File: config.mk
export PLATFORM = sky130hd
export DESIGN_NAME = ios_ctrl
export DESIGN_NICKNAME = d
export VERILOG_FILES = /design/src/rtl/ios_pkg.sv /design/src/rtl/ios_ctrl.sv
export SDC_FILE = /design/constraint.sdc
export NUM_CORES = 1
export LEC_CHECK = 0
export ABC_CLOCK_PERIOD_IN_PS = 2900
export BUFFER_PORTS_ARGS = -buffer_cell sky130_fd_sc_hd__buf_2
export CAP_MARGIN = 40
export CORE_AREA = 3 3 40 42
export DETAILED_ROUTE_END_ITERATION = 8
export DIE_AREA = 0 0 43 45
export HOLD_SLACK_MARGIN = 0.06
export SLEW_MARGIN = 20
export SYNTH_ARGS = -nofsm -noshare
export SYNTH_HDL_FRONTEND = slang
export SYNTH_SLANG_ARGS = --single-unit
File: constraint.sdc
create_clock -name clk -period 2.9 [get_ports clk]
set_input_delay 0.145 -clock clk [delete_from_list [all_inputs] [get_ports clk]]
set_output_delay 0.145 -clock clk [all_outputs]
set_load 0.005 [all_outputs]
File: src/rtl/ios_pkg.sv
`timescale 1ns / 1ps
`default_nettype none
// ----------------------------------------------------------------------------
// ios_pkg
// Shared types and constants of the IR scan object segmenter.
// ----------------------------------------------------------------------------
package ios_pkg;

  localparam int DIST_W  = 10;  // distance in cm, saturated at 1023
  localparam int ANGLE_W = 9;
  localparam int RUN_W   = 8;
  localparam int CNT_W   = 7;
  localparam int NIDX_W  = 6;
  localparam int LINW_W  = 14;
  localparam int STEP_W  = 3;
  localparam int CFG_IDX_W  = 2;
  localparam int CFG_DATA_W = 10;

  // register map
  localparam logic [CFG_IDX_W-1:0] CFG_NEAR_THR   = 2'd0;
  localparam logic [CFG_IDX_W-1:0] CFG_MIN_RUN    = 2'd1;
  localparam logic [CFG_IDX_W-1:0] CFG_ANGLE_STEP = 2'd2;

  localparam logic [DIST_W-1:0] NEAR_THR_RST   = 10'd50;
  localparam logic [RUN_W-1:0]  MIN_RUN_RST    = 8'd5;
  localparam logic [STEP_W-1:0] ANGLE_STEP_RST = 3'd2;

  // pi/180 in Q16
  localparam logic [10:0] RAD_PER_DEG_Q16 = 11'd1144;

  localparam logic KIND_OBJECT  = 1'b0;
  localparam logic KIND_SUMMARY = 1'b1;

  typedef struct packed {
    logic accept;    // input transfer this cycle, table lookup starts
    logic eval;      // classify sample, update run state
    logic mul;       // width times mid distance
    logic scale;     // times pi/180
    logic load_obj;  // object record into output register
    logic load_sum;  // summary into output register
  } ios_cmd_t;

  typedef struct packed {
    logic emit;      // valid in eval: sample closes a run long enough
    logic final_s;   // valid in eval: sample ends the sweep
    logic fin_held;  // registered copy of final_s
    logic out_free;  // output register can take a result
  } ios_stat_t;

endpackage
`default_nettype wire

File: src/rtl/ios_ctrl.sv
`timescale 1ns / 1ps
`default_nettype none
// ----------------------------------------------------------------------------
// ios_ctrl
// Sequencer: lookup, classify, width arithmetic, then record and summary.
// ----------------------------------------------------------------------------
module ios_ctrl (
  input  wire logic               clk,
  input  wire logic               rst_n,
  input  wire logic               in_valid,
  output logic                    in_ready,
  input  wire ios_pkg::ios_stat_t stat,
  output ios_pkg::ios_cmd_t       cmd
);
  import ios_pkg::*;

  typedef enum logic [2:0] {
    ST_IDLE,
    ST_EVAL,
    ST_MUL,
    ST_SCALE,
    ST_OBJ,
    ST_SUM
  } state_t;

  state_t state_r;
  logic   in_ready_r;
  logic   accept;

  assign accept   = in_valid && in_ready_r;
  assign in_ready = in_ready_r;

  always_comb begin
    cmd          = '0;
    cmd.accept   = accept;
    cmd.eval     = (state_r == ST_EVAL);
    cmd.mul      = (state_r == ST_MUL);
    cmd.scale    = (state_r == ST_SCALE);
    cmd.load_obj = (state_r == ST_OBJ) && stat.out_free;
    cmd.load_sum = (state_r == ST_SUM) && stat.out_free;
  end

  always_ff @(posedge clk) begin
    if (!rst_n) begin
      state_r    <= ST_IDLE;
      in_ready_r <= 1'b0;
    end else begin
      case (state_r)
        ST_IDLE: begin
          if (accept) begin
            state_r    <= ST_EVAL;
            in_ready_r <= 1'b0;
          end else begin
            in_ready_r <= 1'b1;
          end
        end
        ST_EVAL: begin
          if (stat.emit) begin
            state_r <= ST_MUL;
          end else if (stat.final_s) begin
            state_r <= ST_SUM;
          end else begin
            state_r    <= ST_IDLE;
            in_ready_r <= 1'b1;
          end
        end
        ST_MUL:   state_r <= ST_SCALE;
        ST_SCALE: state_r <= ST_OBJ;
        ST_OBJ: begin
          if (stat.out_free) begin
            if (stat.fin_held) begin
              state_r <= ST_SUM;
            end else begin
              state_r    <= ST_IDLE;
              in_ready_r <= 1'b1;
            end
          end
        end
        ST_SUM: begin
          if (stat.out_free) begin
            state_r    <= ST_IDLE;
            in_ready_r <= 1'b1;
          end
        end
        default: begin
          state_r    <= ST_IDLE;
          in_ready_r <= 1'b0;
        end
      endcase
    end
  end

`ifndef SYNTH
  a_ready_idle: assert property (@(posedge clk) disable iff (!rst_n)
    in_ready_r |-> (state_r == ST_IDLE))
    else $error("input ready outside idle");

  a_accept_eval: assert property (@(posedge clk) disable iff (!rst_n)
    accept |=> (state_r == ST_EVAL && !in_ready_r))
    else $error("transfer not followed by evaluation");

  a_quiet_return: assert property (@(posedge clk) disable iff (!rst_n)
    (state_r == ST_EVAL && !stat.emit && !stat.final_s) |=> in_ready_r)
    else $error("sample without result did not release input");
`endif

endmodule
`default_nettype wire

==> flow_metrics.env <==
export IMPL_r2r_start="state_r[1]$_SDFFE_PN0P_"
export IMPL_maxCapViolCount=0
export IMPL_p_per_area_nw_per_um2=468
export IMPL_rows=13
export IMPL_rsz0062_at_grt="false"
export IMPL_worstHoldStart="rst_n"
export IMPL_syn_area_um2=319
export IMPL_rr_worst_depth=3
export IMPL_yosysWarnings=0
export IMPL_dp_slack_ns=1.71
export IMPL_leakage_nw=0.193
export IMPL_r2r_slack_ns=1.69
export IMPL_cts_max_level=1
export IMPL_postCtsSetupBuffers=0
export IMPL_cts_repair_resized=0
export IMPL_ant_nets=0
export IMPL_period_minus_slack_ns=1.30
export IMPL_cts_tree="built"
export IMPL_grt_pass1_wl_um=1100
export IMPL_skew_ns=0.00218
export IMPL_status="finished clean"
export IMPL_crit_arrival_ns=1.16
export IMPL_nets=61
export IMPL_drc_errors=0
export IMPL_io_pins=14
export IMPL_layoutNonFillerInstCount=67
export IMPL_max_freq_mhz=767
export IMPL_dr_total_vias=290
export IMPL_clock_sinks=4
export IMPL_clk_latency_ns=0.23
export IMPL_crit_type="reg2out"
export IMPL_drive_above_1_share=0.385
export IMPL_avgViaCountPerCell=4.33
export IMPL_synthCells=39
export IMPL_place_inst=64
export IMPL_fin_tns_setup_ns=0
export IMPL_setup_ws_ns=1.60
export IMPL_hpwl_um=546
export IMPL_end_kind="output pin"
export IMPL_die_area_um2=1940
export IMPL_crit_path_start_kind="register"
export IMPL_antenna_found_initial=0
export IMPL_drt_iter0_markers=11
export IMPL_stdcell_area_um2=402
export IMPL_cts_root_buf="clkbuf_4"
export IMPL_grt_pass1_vias=279
export IMPL_wirelength_um=684
export IMPL_firstDrtPassIters=2
export IMPL_total_power_mw=0.188
export IMPL_hold_end="in_ready$_SDFFE_PN0P_"
export IMPL_synth_seq_cells=4
export IMPL_grt_usage=0.0808
export IMPL_ctsLongestPathBuffers=2
export IMPL_hold_path_depth=3
export IMPL_synth_edf_count=0
export IMPL_n_antenna_cell=0
export IMPL_slew_headroom=0.771
export IMPL_worst_pin_slew_ns=0.343
export IMPL_die_w_um=43
export IMPL_grt_max_degree=12
export IMPL_required_ns=2.76
export IMPL_ys_flop_type="dfxtp_1"
export IMPL_ctsHoldBuffers=0
export IMPL_mostFrequentLayoutCell="buf_2"
export IMPL_synth_seq_area_share=0.251
export IMPL_syn_nets=46
export IMPL_r2r_end="state_r[0]$_SDFFE_PN0P_"
export IMPL_final_period_utilization=0.449
export IMPL_port_buffers=13
export IMPL_hold_viol_final=0
export IMPL_num_fill_cells=149
export IMPL_hold_class="in2reg"
export IMPL_gp_congestion=0.686
export IMPL_areaGrowthSynthToFinish_pct=25.9
export IMPL_clk_pin_slew_ns=0.04
export IMPL_grt_overflow=0
export IMPL_initial_core_util=0.248
export IMPL_mostFrequentLayoutCells="13 x buf_2, 5 x nor2b_1, 4 x dfxtp_1"
export IMPL_detailed_place_area_um2=379
export IMPL_die_y_um=45
export IMPL_crit_fanout=11
export IMPL_async_flop_share=0
export IMPL_syn_area_per_cell_um2=8.18
export IMPL_core_um2=1280
export IMPL_ir_drop_v=0.000217
export IMPL_slew_violations=0
export IMPL_wl_per_cell_um=10.2
export IMPL_ys_types=22
export IMPL_numCtsBuffers=3
export IMPL_setup_viol=0
==> registers in the layout, indices dropped and copies added, names as in the netlist <==
name,cells
in_ready,1
state_r,3
==> synthesized netlist by cell type (2+ instances only) <==
| cell | number | area (µm²) |
|---|---|---|
| a21oi_1 | 3 | 15.0 |
| dfxtp_1 | 4 | 80.1 |
| o21ai_0 | 3 | 15.0 |
| nor2b_1 | 5 | 31.3 |
| nor2_1 | 2 | 7.51 |
| a21boi_0 | 2 | 15.0 |
| nand2_1 | 3 | 11.3 |
| and2_1 | 3 | 18.8 |
==> where the power goes <==
| group | switching, mW | leakage, nW | total, mW | internal (mW) |
|---|---|---|---|---|
| registers | 0.00776 | 0.0328 | 0.0694 | 0.0616 |
| clock network | 0.0214 | 0.0138 | 0.0676 | 0.0462 |
| logic | 0.0217 | 0.146 | 0.0510 | 0.0292 |
==> cell families after synthesis <==
logic type / share of synthesized area
AO/OA/AOI/OAI: 0.227
AND/OR/NAND/NOR: 0.416
buffers and inverters: 0.0745
flip-flops: 0.251
multiplexers: 0.0314
==> through the flow <==
stage,util,hold WS [ns]
after global placement,0.295,0.429
after CTS,0.313,0.187
after global routing,0.313,0.194
final,0.313,0.194
after detailed placement,0.295,0.440
after floorplan,-,0.284
==> worst max-delay path: stages (launching register included) <==
cell	delay (ns)
dfxtp_1	0.51
and4bb_2	0.30
buf_2	0.11
==> worst max-delay path by stage <==
stage                            startpoint                      end  cells past startpoint
floorplan           state_r[0]$_SDFFE_PN0P_    in_ready$_SDFFE_PN0P_                      4
CTS                 state_r[2]$_SDFFE_PN0P_                   cmd[1]                      2
finish              state_r[2]$_SDFFE_PN0P_                   cmd[1]                      2
detailed placement  state_r[1]$_SDFFE_PN0P_  state_r[0]$_SDFFE_PN0P_                      3
global route        state_r[2]$_SDFFE_PN0P_                   cmd[3]                      3
global placement    state_r[1]$_SDFFE_PN0P_  state_r[0]$_SDFFE_PN0P_                      3
==> per-layer routing <==
metal,global-route usage,vias to the layer above,share of wire
met5,0,-,0
met4,0.0904,0,0.015
met3,0.0279,2,0.054
met1,0.0845,124,0.42
li1,-,159,-
met2,0.120,5,0.51
==> final cells by class <==
type | instances | area [µm²] | area share
sequential | 4 | 80.1 | 0.199
timing repair buffer | 13 | 65.1 | 0.162
multi-input combinational | 32 | 215 | 0.536
tap | 15 | 18.8 | 0.0467
clock buffer | 3 | 22.5 | 0.0561
Power figures use the tool's default switching activity.
